**src/hw/rtl/pfdn_pkg.sv**
```systemverilog
`timescale 1ns / 1ps
// ----------------------------------------------------------------------------
// pfdn_pkg
// Shared types and constants for the pcm frame downmix normalizer.
// ----------------------------------------------------------------------------
package pfdn_pkg;

	localparam int MAX_CHANNELS = 8;
	localparam int SUM_W        = 35;
	localparam int SAMPLE_W     = 32;
	localparam int CH_W         = 4;
	localparam int DIV_STEPS    = SUM_W;
	localparam int DIV_CNT_W    = $clog2(DIV_STEPS + 1);

	// sample format codes
	localparam logic [1:0] FMT_U8  = 2'd0;
	localparam logic [1:0] FMT_S16 = 2'd1;
	localparam logic [1:0] FMT_S32 = 2'd2;

	// register indexes
	localparam logic REG_SAMPLE_FORMAT = 1'b0;
	localparam logic REG_CHANNEL_COUNT = 1'b1;

	localparam logic [1:0]      FORMAT_RESET  = FMT_S16;
	localparam logic [CH_W-1:0] CHANNEL_RESET = CH_W'(2);

	typedef struct packed {
		logic accept;
		logic div_start;
		logic load_out;
	} pfdn_cmd_t;

	typedef struct packed {
		logic frame_done;
		logic div_done;
		logic out_full;
	} pfdn_status_t;

endpackage

```
**src/hw/rtl/pcm_frame_downmix_normalizer_top.sv**
```systemverilog
`timescale 1ns / 1ps
// ----------------------------------------------------------------------------
// pcm_frame_downmix_normalizer_top
// Byte stream in, channel-averaged mono Q1.31 sample out per frame.
// throughput: one byte per cycle, except that the bit-serial divide stalls intake
//   after each frame until the result is loaded into the output register
// reset: async active low; format 16-bit, two channels, alignment cleared
// ----------------------------------------------------------------------------
module pcm_frame_downmix_normalizer_top (
	input  logic                                 clk,
	input  logic                                 arst_n,
	input  logic                                 s_tvalid,
	output logic                                 s_tready,
	input  logic [7:0]                           s_tdata,   // data_byte
	input  logic                                 s_tlast,   // last_byte
	output logic                                 m_tvalid,
	input  logic                                 m_tready,
	output logic signed [pfdn_pkg::SAMPLE_W-1:0] m_tdata,   // mono_sample
	input  logic                                 cfg_we,
	input  logic                                 cfg_index,
	input  logic [pfdn_pkg::CH_W-1:0]            cfg_data
);

	pfdn_pkg::pfdn_cmd_t    cmd;
	pfdn_pkg::pfdn_status_t status;

	pfdn_ctrl u_ctrl (
		.clk       (clk),
		.arst_n    (arst_n),
		.in_valid  (s_tvalid),
		.in_ready  (s_tready),
		.out_ready (m_tready),
		.status    (status),
		.cmd       (cmd)
	);

	pfdn_datapath u_dp (
		.clk        (clk),
		.arst_n     (arst_n),
		.cmd        (cmd),
		.status     (status),
		.data_byte  (s_tdata),
		.last_byte  (s_tlast),
		.out_ready  (m_tready),
		.out_sample (m_tdata),
		.cfg_we     (cfg_we),
		.cfg_index  (cfg_index),
		.cfg_data   (cfg_data)
	);

	assign m_tvalid = status.out_full;

endmodule

```
**src/hw/rtl/pfdn_div.sv**
```systemverilog
`timescale 1ns / 1ps
// ----------------------------------------------------------------------------
// pfdn_div
// Restoring divider, one quotient bit per cycle, signed by magnitude.
// ----------------------------------------------------------------------------
module pfdn_div (
	input  logic                               clk,
	input  logic                               arst_n,
	input  logic                               start,
	input  logic signed [pfdn_pkg::SUM_W-1:0]  dividend,
	input  logic [pfdn_pkg::CH_W-1:0]          divisor,
	output logic                               done,
	output logic signed [pfdn_pkg::SAMPLE_W-1:0] quotient
);

	logic [pfdn_pkg::SUM_W-1:0]     mag_q;
	logic [pfdn_pkg::CH_W-1:0]      rem_q;
	logic [pfdn_pkg::CH_W-1:0]      den_q;
	logic [pfdn_pkg::DIV_CNT_W-1:0] cnt_q;
	logic                           neg_q;
	logic                           busy_q;
	logic                           done_q;
	logic [pfdn_pkg::CH_W:0]        trial;
	logic                           fits;
	logic [pfdn_pkg::CH_W:0]        diff;
	logic [pfdn_pkg::SAMPLE_W-1:0]  q_low;
	logic                           last_step;

	assign trial     = {rem_q, mag_q[pfdn_pkg::SUM_W-1]};
	assign fits      = trial >= {1'b0, den_q};
	assign diff      = trial - {1'b0, den_q};
	assign q_low     = mag_q[pfdn_pkg::SAMPLE_W-1:0];
	assign last_step = (cnt_q == pfdn_pkg::DIV_CNT_W'(pfdn_pkg::DIV_STEPS - 1));

	always_ff @(posedge clk or negedge arst_n) begin
		if (!arst_n) begin
			busy_q <= 1'b0;
			done_q <= 1'b0;
			cnt_q  <= '0;
			mag_q  <= '0;
			rem_q  <= '0;
			den_q  <= pfdn_pkg::CH_W'(1);
			neg_q  <= 1'b0;
		end else begin
			done_q <= busy_q && !start && last_step;
			if (start) begin
				busy_q <= 1'b1;
				cnt_q  <= '0;
				neg_q  <= dividend[pfdn_pkg::SUM_W-1];
				mag_q  <= dividend[pfdn_pkg::SUM_W-1] ? pfdn_pkg::SUM_W'(-dividend)
				                                     : pfdn_pkg::SUM_W'(dividend);
				rem_q  <= '0;
				den_q  <= divisor;
			end else if (busy_q) begin
				rem_q <= fits ? diff[pfdn_pkg::CH_W-1:0] : trial[pfdn_pkg::CH_W-1:0];
				mag_q <= {mag_q[pfdn_pkg::SUM_W-2:0], fits};
				if (last_step) begin
					busy_q <= 1'b0;
				end else begin
					cnt_q <= cnt_q + 1'b1;
				end
			end
		end
	end

	assign done     = done_q;
	assign quotient = neg_q ? -q_low : q_low;

endmodule

```
**src/hw/rtl/pfdn_datapath.sv**
```systemverilog
`timescale 1ns / 1ps
// ----------------------------------------------------------------------------
// pfdn_datapath
// Config registers, sample assembly, frame accumulation, divider, result reg.
// ----------------------------------------------------------------------------
module pfdn_datapath (
	input  logic                                 clk,
	input  logic                                 arst_n,
	input  pfdn_pkg::pfdn_cmd_t                  cmd,
	output pfdn_pkg::pfdn_status_t               status,
	input  logic [7:0]                           data_byte,
	input  logic                                 last_byte,
	input  logic                                 out_ready,
	output logic signed [pfdn_pkg::SAMPLE_W-1:0] out_sample,
	input  logic                                 cfg_we,
	input  logic                                 cfg_index,
	input  logic [pfdn_pkg::CH_W-1:0]            cfg_data
);

	logic [1:0]                           fmt_q;
	logic [pfdn_pkg::CH_W-1:0]            chan_cfg_q;
	logic [1:0]                           bis_q;
	logic [2:0]                           ch_idx_q;
	logic [pfdn_pkg::SAMPLE_W-1:0]        asm_q;
	logic signed [pfdn_pkg::SUM_W-1:0]    sum_q;
	logic signed [pfdn_pkg::SAMPLE_W-1:0] out_q;
	logic                                 out_valid_q;

	logic [2:0]                           nbytes;
	logic [pfdn_pkg::CH_W-1:0]            nch;
	logic [pfdn_pkg::SAMPLE_W-1:0]        asm_next;
	logic [pfdn_pkg::SAMPLE_W-1:0]        scaled;
	logic signed [pfdn_pkg::SUM_W-1:0]    sum_next;
	logic                                 sample_done;
	logic                                 frame_done;
	logic                                 div_done;
	logic signed [pfdn_pkg::SAMPLE_W-1:0] quotient;

	always_comb begin
		case (fmt_q)
			pfdn_pkg::FMT_U8:  nbytes = 3'd1;
			pfdn_pkg::FMT_S16: nbytes = 3'd2;
			default:           nbytes = 3'd4;
		endcase
	end

	always_comb begin
		if (chan_cfg_q == '0)
			nch = pfdn_pkg::CH_W'(1);
		else if (chan_cfg_q > pfdn_pkg::CH_W'(pfdn_pkg::MAX_CHANNELS))
			nch = pfdn_pkg::CH_W'(pfdn_pkg::MAX_CHANNELS);
		else
			nch = chan_cfg_q;
	end

	assign asm_next = asm_q | (pfdn_pkg::SAMPLE_W'(data_byte) << {bis_q, 3'b000});

	always_comb begin
		case (fmt_q)
			pfdn_pkg::FMT_U8:  scaled = {~asm_next[7], asm_next[6:0], 24'd0};
			pfdn_pkg::FMT_S16: scaled = {asm_next[15:0], 16'd0};
			default:           scaled = asm_next;
		endcase
	end

	assign sum_next    = sum_q + pfdn_pkg::SUM_W'($signed(scaled));
	assign sample_done = ({1'b0, bis_q} + 3'd1) >= nbytes;
	assign frame_done  = sample_done && (({1'b0, ch_idx_q} + 4'd1) >= nch);

	always_ff @(posedge clk or negedge arst_n) begin
		if (!arst_n) begin
			fmt_q      <= pfdn_pkg::FORMAT_RESET;
			chan_cfg_q <= pfdn_pkg::CHANNEL_RESET;
		end else if (cfg_we) begin
			case (cfg_index)
				pfdn_pkg::REG_SAMPLE_FORMAT: fmt_q      <= cfg_data[1:0];
				pfdn_pkg::REG_CHANNEL_COUNT: chan_cfg_q <= cfg_data;
				default: ;
			endcase
		end
	end

	always_ff @(posedge clk or negedge arst_n) begin
		if (!arst_n) begin
			bis_q    <= '0;
			ch_idx_q <= '0;
			asm_q    <= '0;
			sum_q    <= '0;
		end else if (cfg_we || (cmd.accept && last_byte)) begin
			bis_q    <= '0;
			ch_idx_q <= '0;
			asm_q    <= '0;
			sum_q    <= '0;
		end else if (cmd.accept) begin
			if (sample_done) begin
				bis_q    <= '0;
				asm_q    <= '0;
				ch_idx_q <= frame_done ? 3'd0 : ch_idx_q + 3'd1;
				sum_q    <= frame_done ? '0 : sum_next;
			end else begin
				bis_q <= bis_q + 2'd1;
				asm_q <= asm_next;
			end
		end
	end

	pfdn_div u_div (
		.clk      (clk),
		.arst_n   (arst_n),
		.start    (cmd.div_start),
		.dividend (sum_next),
		.divisor  (nch),
		.done     (div_done),
		.quotient (quotient)
	);

	always_ff @(posedge clk or negedge arst_n) begin
		if (!arst_n) begin
			out_valid_q <= 1'b0;
		end else if (cmd.load_out) begin
			out_valid_q <= 1'b1;
		end else if (out_ready) begin
			out_valid_q <= 1'b0;
		end
	end

	always_ff @(posedge clk) begin
		if (cmd.load_out) begin
			out_q <= quotient;
		end
	end

	assign status.frame_done = frame_done;
	assign status.div_done   = div_done;
	assign status.out_full   = out_valid_q;
	assign out_sample        = out_q;

endmodule

```
**src/hw/rtl/pfdn_ctrl.sv**
```systemverilog
`timescale 1ns / 1ps
// ----------------------------------------------------------------------------
// pfdn_ctrl
// Sequencer: byte intake, divide wait and result hand-off.
// ----------------------------------------------------------------------------
module pfdn_ctrl (
	input  logic                   clk,
	input  logic                   arst_n,
	input  logic                   in_valid,
	output logic                   in_ready,
	input  logic                   out_ready,
	input  pfdn_pkg::pfdn_status_t status,
	output pfdn_pkg::pfdn_cmd_t    cmd
);

	typedef enum logic [2:0] {
		ST_RUN  = 3'b001,
		ST_DIV  = 3'b010,
		ST_HOLD = 3'b100
	} state_t;

	state_t state_q;
	state_t state_d;
	logic   out_free;

	assign out_free      = !status.out_full || out_ready;
	assign in_ready      = (state_q == ST_RUN);
	assign cmd.accept    = in_valid && in_ready;
	assign cmd.div_start = cmd.accept && status.frame_done;
	assign cmd.load_out  = out_free &&
	                       (((state_q == ST_DIV) && status.div_done) || (state_q == ST_HOLD));

	always_comb begin
		state_d = state_q;
		case (state_q)
			ST_RUN: begin
				if (cmd.div_start) state_d = ST_DIV;
			end
			ST_DIV: begin
				if (status.div_done) state_d = out_free ? ST_RUN : ST_HOLD;
			end
			ST_HOLD: begin
				if (out_free) state_d = ST_RUN;
			end
			default: state_d = ST_RUN;
		endcase
	end

	always_ff @(posedge clk or negedge arst_n) begin
		if (!arst_n) begin
			state_q <= ST_RUN;
		end else begin
			state_q <= state_d;
		end
	end

endmodule

```
**config.mk**
```make
export PLATFORM = sky130hd
export DESIGN_NAME = pcm_frame_downmix_normalizer_top
export DESIGN_NICKNAME = d
export VERILOG_FILES = /design/src/hw/rtl/pfdn_pkg.sv /design/src/hw/rtl/pcm_frame_downmix_normalizer_top.sv /design/src/hw/rtl/pfdn_div.sv /design/src/hw/rtl/pfdn_datapath.sv /design/src/hw/rtl/pfdn_ctrl.sv
export SDC_FILE = /design/constraint.sdc
export NUM_CORES = 1
export LEC_CHECK = 0
export BUFFER_PORTS_ARGS = -buffer_cell sky130_fd_sc_hd__buf_2
export CAP_MARGIN = 5
export CORE_MARGIN = 2
export CORE_UTILIZATION = 57
export CTS_CLUSTER_DIAMETER = 60
export DETAILED_ROUTE_END_ITERATION = 12
export PLACE_DENSITY = 0.78
export REMOVE_ABC_BUFFERS = 1
export SLEW_MARGIN = 20
export SYNTH_ARGS = -nofsm -noshare
export SYNTH_HDL_FRONTEND = slang
export SYNTH_SLANG_ARGS = --single-unit
```
**constraint.sdc**
```tcl
create_clock -name clk -period 4.6 [get_ports clk]
set_clock_uncertainty 0.15 [all_clocks]
set_input_delay 0.69 -clock clk [delete_from_list [all_inputs] [get_ports clk]]
set_output_delay 0.69 -clock clk [all_outputs]
set_load 0.01 [all_outputs]
```
==> flow_summary_export.csv <==
group,metric,value,unit
sta,tightestPinTransition,1.13,ns
synth,synthesis.area_per_instance,8.99,um^2
worst_setup_path,criticalPathCategory,"reg -> reg",
drt,routed_via_density,6.05,
synth,synthesis.instances,1229,
global_route,number_of_global_route_vias_before_repair,8880,
synth,number_of_distinct_library_cells_after_synthesis,81,
floorplan,floorplan.core_area,0.0189,mm^2
final_layout,signed_area_change_from_the_synthesized_netlist_to_the_final_layout,15.8,%
clocking,tritoncts,"built",
clocking,post_cts_hold_buffer_count,0,
synth,cells_taking_the_most_area_after_synthesis,"sky130_fd_sc_hd__dfrtp_1 (29%), sky130_fd_sc_hd__edfxtp_1 (8.7%), sky130_fd_sc_hd__a21oi_1 (7.0%)",
placed_design,gp_congestion,0.936,
global_route,number_of_antenna_violations_at_the_first_check_in_global_routing,0,
synth,postSynth.topFlopCell,"sky130_fd_sc_hd__dfrtp_1",
synth,synth.ff_latch_count,166,
synth,synthesis.yosys.warnings,0,
drt,dr.first_iter.drc_count,816,
sta,fin_crit_sh,0.966,
power_and_ir_drop,vdd.ir_drop.worst,0.000298,V
final_layout,regArea,0.00432,mm^2
floorplan,die-width,143,um
sta,worst_setup_margin,0.156,ns
placed_design,worst_slack_at_placement,-0.108,ns
floorplan,die_area,0.0205,mm^2
floorplan,die_y,143,um
global_route,grt_usage,0.277,
worst_setup_path,critical_path.startpoint_type,"flop",
hold_path,min_path_type,"in -> async",
sta,min_period,4.44,ns
worst_setup_path,rr_startpoint,"u_dp.bis_q[0]",
final_layout,drive_gt1_frac,0.184,
clocking,h-tree-depth,4,
power_and_ir_drop,pwr_density,512,mW/mm^2
placed_design,place_hpwl,20400,um
global_route,maximum_number_of_pins_on_one_net_before_global_route_repair,70,
placed_design,numPortBuffers,52,
final_layout,fill_cells,1575,
drt,via_count,9655,
clocking,cts_max_path_buffers,2,
synth,netlist_top_cells_count,"sky130_fd_sc_hd__a21oi_1 (154), sky130_fd_sc_hd__dfrtp_1 (130), sky130_fd_sc_hd__nor2_1 (127), sky130_fd_sc_hd__nand2_1 (90), sky130_fd_sc_hd__o21ai_0 (76)",
sta,count_of_pins_over_their_slew_limit,0,
clocking,clk_latency,0.43,ns
sta,final-hold-violation-count,0,
synth,synth_top_cell_by_area,"sky130_fd_sc_hd__dfrtp_1",
drt,ant_nets,0,
power_and_ir_drop,power.leakage,0.00540,uW
flow_run,max_cap_viol_count,0,
floorplan,ios,53,
floorplan,rows,50,
drt,drc_errors,0,
clocking,cts.clk_slew.worst_paths,0.07,ns
sta,worst_case_headroom_to_the_max_slew_limit,0.239,
synth,synthMostInstantiatedCell,"sky130_fd_sc_hd__a21oi_1",
worst_setup_path,path_max_fanout,12,
drt,drt_first_pass_iters,5,
worst_setup_path,arrival,4.57,ns
worst_setup_path,end_kind,"flop",
drt,avgRoutedWirePerCell,17.3,um
synth,syn_area,0.0110,mm^2
power_and_ir_drop,p_total,6550,uW
drt,route.final.wire_length,27600,um
clocking,cts_made_buffers,17,
final_layout,fin_nets,1396,
clocking,clock-root-buffer,"sky130_fd_sc_hd__clkbuf_16",
sta,finalSetupViolCount,0,
final_layout,fin_util,0.677,
synth,ys_async_sr_fraction,0.807,
final_layout,total_area_of_multi_input_combinational_cells,0.00644,mm^2
outcome,status,"complete, no violations",
floorplan,start_util,0.585,
synth,synth_top_cell_area_share,0.294,
worst_setup_path,worstPathRequired,4.73,ns
worst_setup_path,worstSetupStartpoint,"u_dp.bis_q[0]",
sta,max_fclk,0.225,GHz
synth,synth_enable_flop_cells,32,
final_layout,diode_count,0,
synth,ys_seq_area_frac,0.391,
global_route,grt_first_pass_wirelength,45100,um
clocking,numClockSinks,166,
global_route,congestion_overflow_gr,0,
## kinds of logic after synthesis
family | count (synthesis) | synth area share
adders and majority gates | 55 | 0.0636
muxes | 20 | 0.0191
buffers and inverters | 102 | 0.0421
AOI/OAI and AO/OA | 407 | 0.234
and+or+nand+nor | 384 | 0.174
xor gates and xnor gates | 95 | 0.0760
DFF | 166 | 0.391
## power by group
part	leakage, uW	internal (uW)	switching, uW
registers	0.00201	1870	368
logic	0.00310	1290	1530
clock network	0.000293	862	624
total	0.00540	4020	2530
## routing by layer
metal / global-route usage / wire length [um] / vias to the layer above
li1: - / - / 4688
met3: 0.0443 / 1930 / 42
met1: 0.398 / 12600 / 4582
met2: 0.434 / 12500 / 343
met4: 0.0851 / 544 / 0
met5: 0 / 0 / -
## cells in the final DEF, fill, tap and decap left out, drive strengths merged, types with 5 or more instances in the layout
cell,count
nor2b,34
clkbuf,18
mux2,9
a21oi,154
nor2,127
or3,11
and2,11
a22o,21
dfrtp,130
edfxtp,32
nand2,90
a211oi,42
clkinv,5
nand2b,15
o22ai,12
a31oi,16
mux2i,11
o211ai,10
and3,10
o21ai,79
o31ai,10
nand3,11
xnor2,72
inv,35
or4,9
xor2,23
a2111oi,6
a21o,14
buf,145
nor3,22
ha,53
nor4,13
o41ai,6
nand4,15
## repair_timing
action,CTS,global route
resized for setup,1,31
pin swaps,0,10
setup buffers,0,5
setup endpoints to repair,7,25
## state kept, by name, indices dropped and copies added, names as in the netlist
register           count
u_dp.out_sample       32
u_dp.u_div.rem_q       4
u_dp.u_div.neg_q       1
u_dp.u_div.busy_q      1
u_dp.u_div.done        1
u_ctrl.state_q         3
u_dp.u_div.mag_q      35
u_dp.out_valid_q       1
u_dp.u_div.den_q       4
u_dp.chan_cfg_q        4
u_dp.bis_q             2
u_dp.asm_q            32
u_dp.fmt_q             2
u_dp.sum_q            35
u_dp.u_div.cnt_q       6
u_dp.ch_idx_q          3
## through the flow
step	setup TNS (ns)	cells	hold slack [ns]	area (um^2)
2_1_floorplan	-35.77	1158	0.244	10700
3_3_place_gp	-0.0951	1558	0.309	12000
3_5_place_dp	-0.620	1558	0.323	12000
4_1_cts	0	1590	0.114	12600
5_1_grt	-0.0396	1595	0.142	12800
6_report	0	1595	0.0829	12800
## final cells by class
cell class | count | share of cell area
multi-input cells | 961 | 0.503
inverters | 31 | 0.00910
clock buffers | 18 | 0.0335
clock inverters | 14 | 0.0137
repair buffers | 145 | 0.0774
flip-flops and latches | 166 | 0.338
well taps | 260 | 0.0254
## critical path, cell delays in order, from the launching register on
cell and delay (ns):
sky130_fd_sc_hd__dfrtp_1 0.42, sky130_fd_sc_hd__buf_4 0.20, sky130_fd_sc_hd__nor2b_4 0.14, sky130_fd_sc_hd__buf_4 0.16, sky130_fd_sc_hd__a21oi_2 0.18, sky130_fd_sc_hd__nor2_1 0.07
sky130_fd_sc_hd__ha_1 0.33, sky130_fd_sc_hd__and4_1 0.24, sky130_fd_sc_hd__nand3_1 0.11, sky130_fd_sc_hd__or3_1 0.44, sky130_fd_sc_hd__and3_2 0.22, sky130_fd_sc_hd__xnor2_1 0.18
sky130_fd_sc_hd__or4b_4 0.56, sky130_fd_sc_hd__or2_1 0.28, sky130_fd_sc_hd__o41ai_2 0.34, sky130_fd_sc_hd__xor2_1 0.19, sky130_fd_sc_hd__a21oi_1 0.08
## path summary, 6_finish.rpt
check | to | depth (start not counted) | slack, ns
hold reg to reg | u_ctrl.state_q[1] | 1 | 0.33
max in group asynchronous | u_dp.sum_q[26] | 2 | 3.24
min in group clk | u_ctrl.state_q[1] | 1 | 0.33
hold / removal | u_dp.fmt_q[1] | 1 | 0.08
setup reg to reg | u_dp.u_div.mag_q[24] | 16 | 0.16
setup / recovery | u_dp.u_div.mag_q[24] | 16 | 0.16
(Power assumes the default switching activity.)
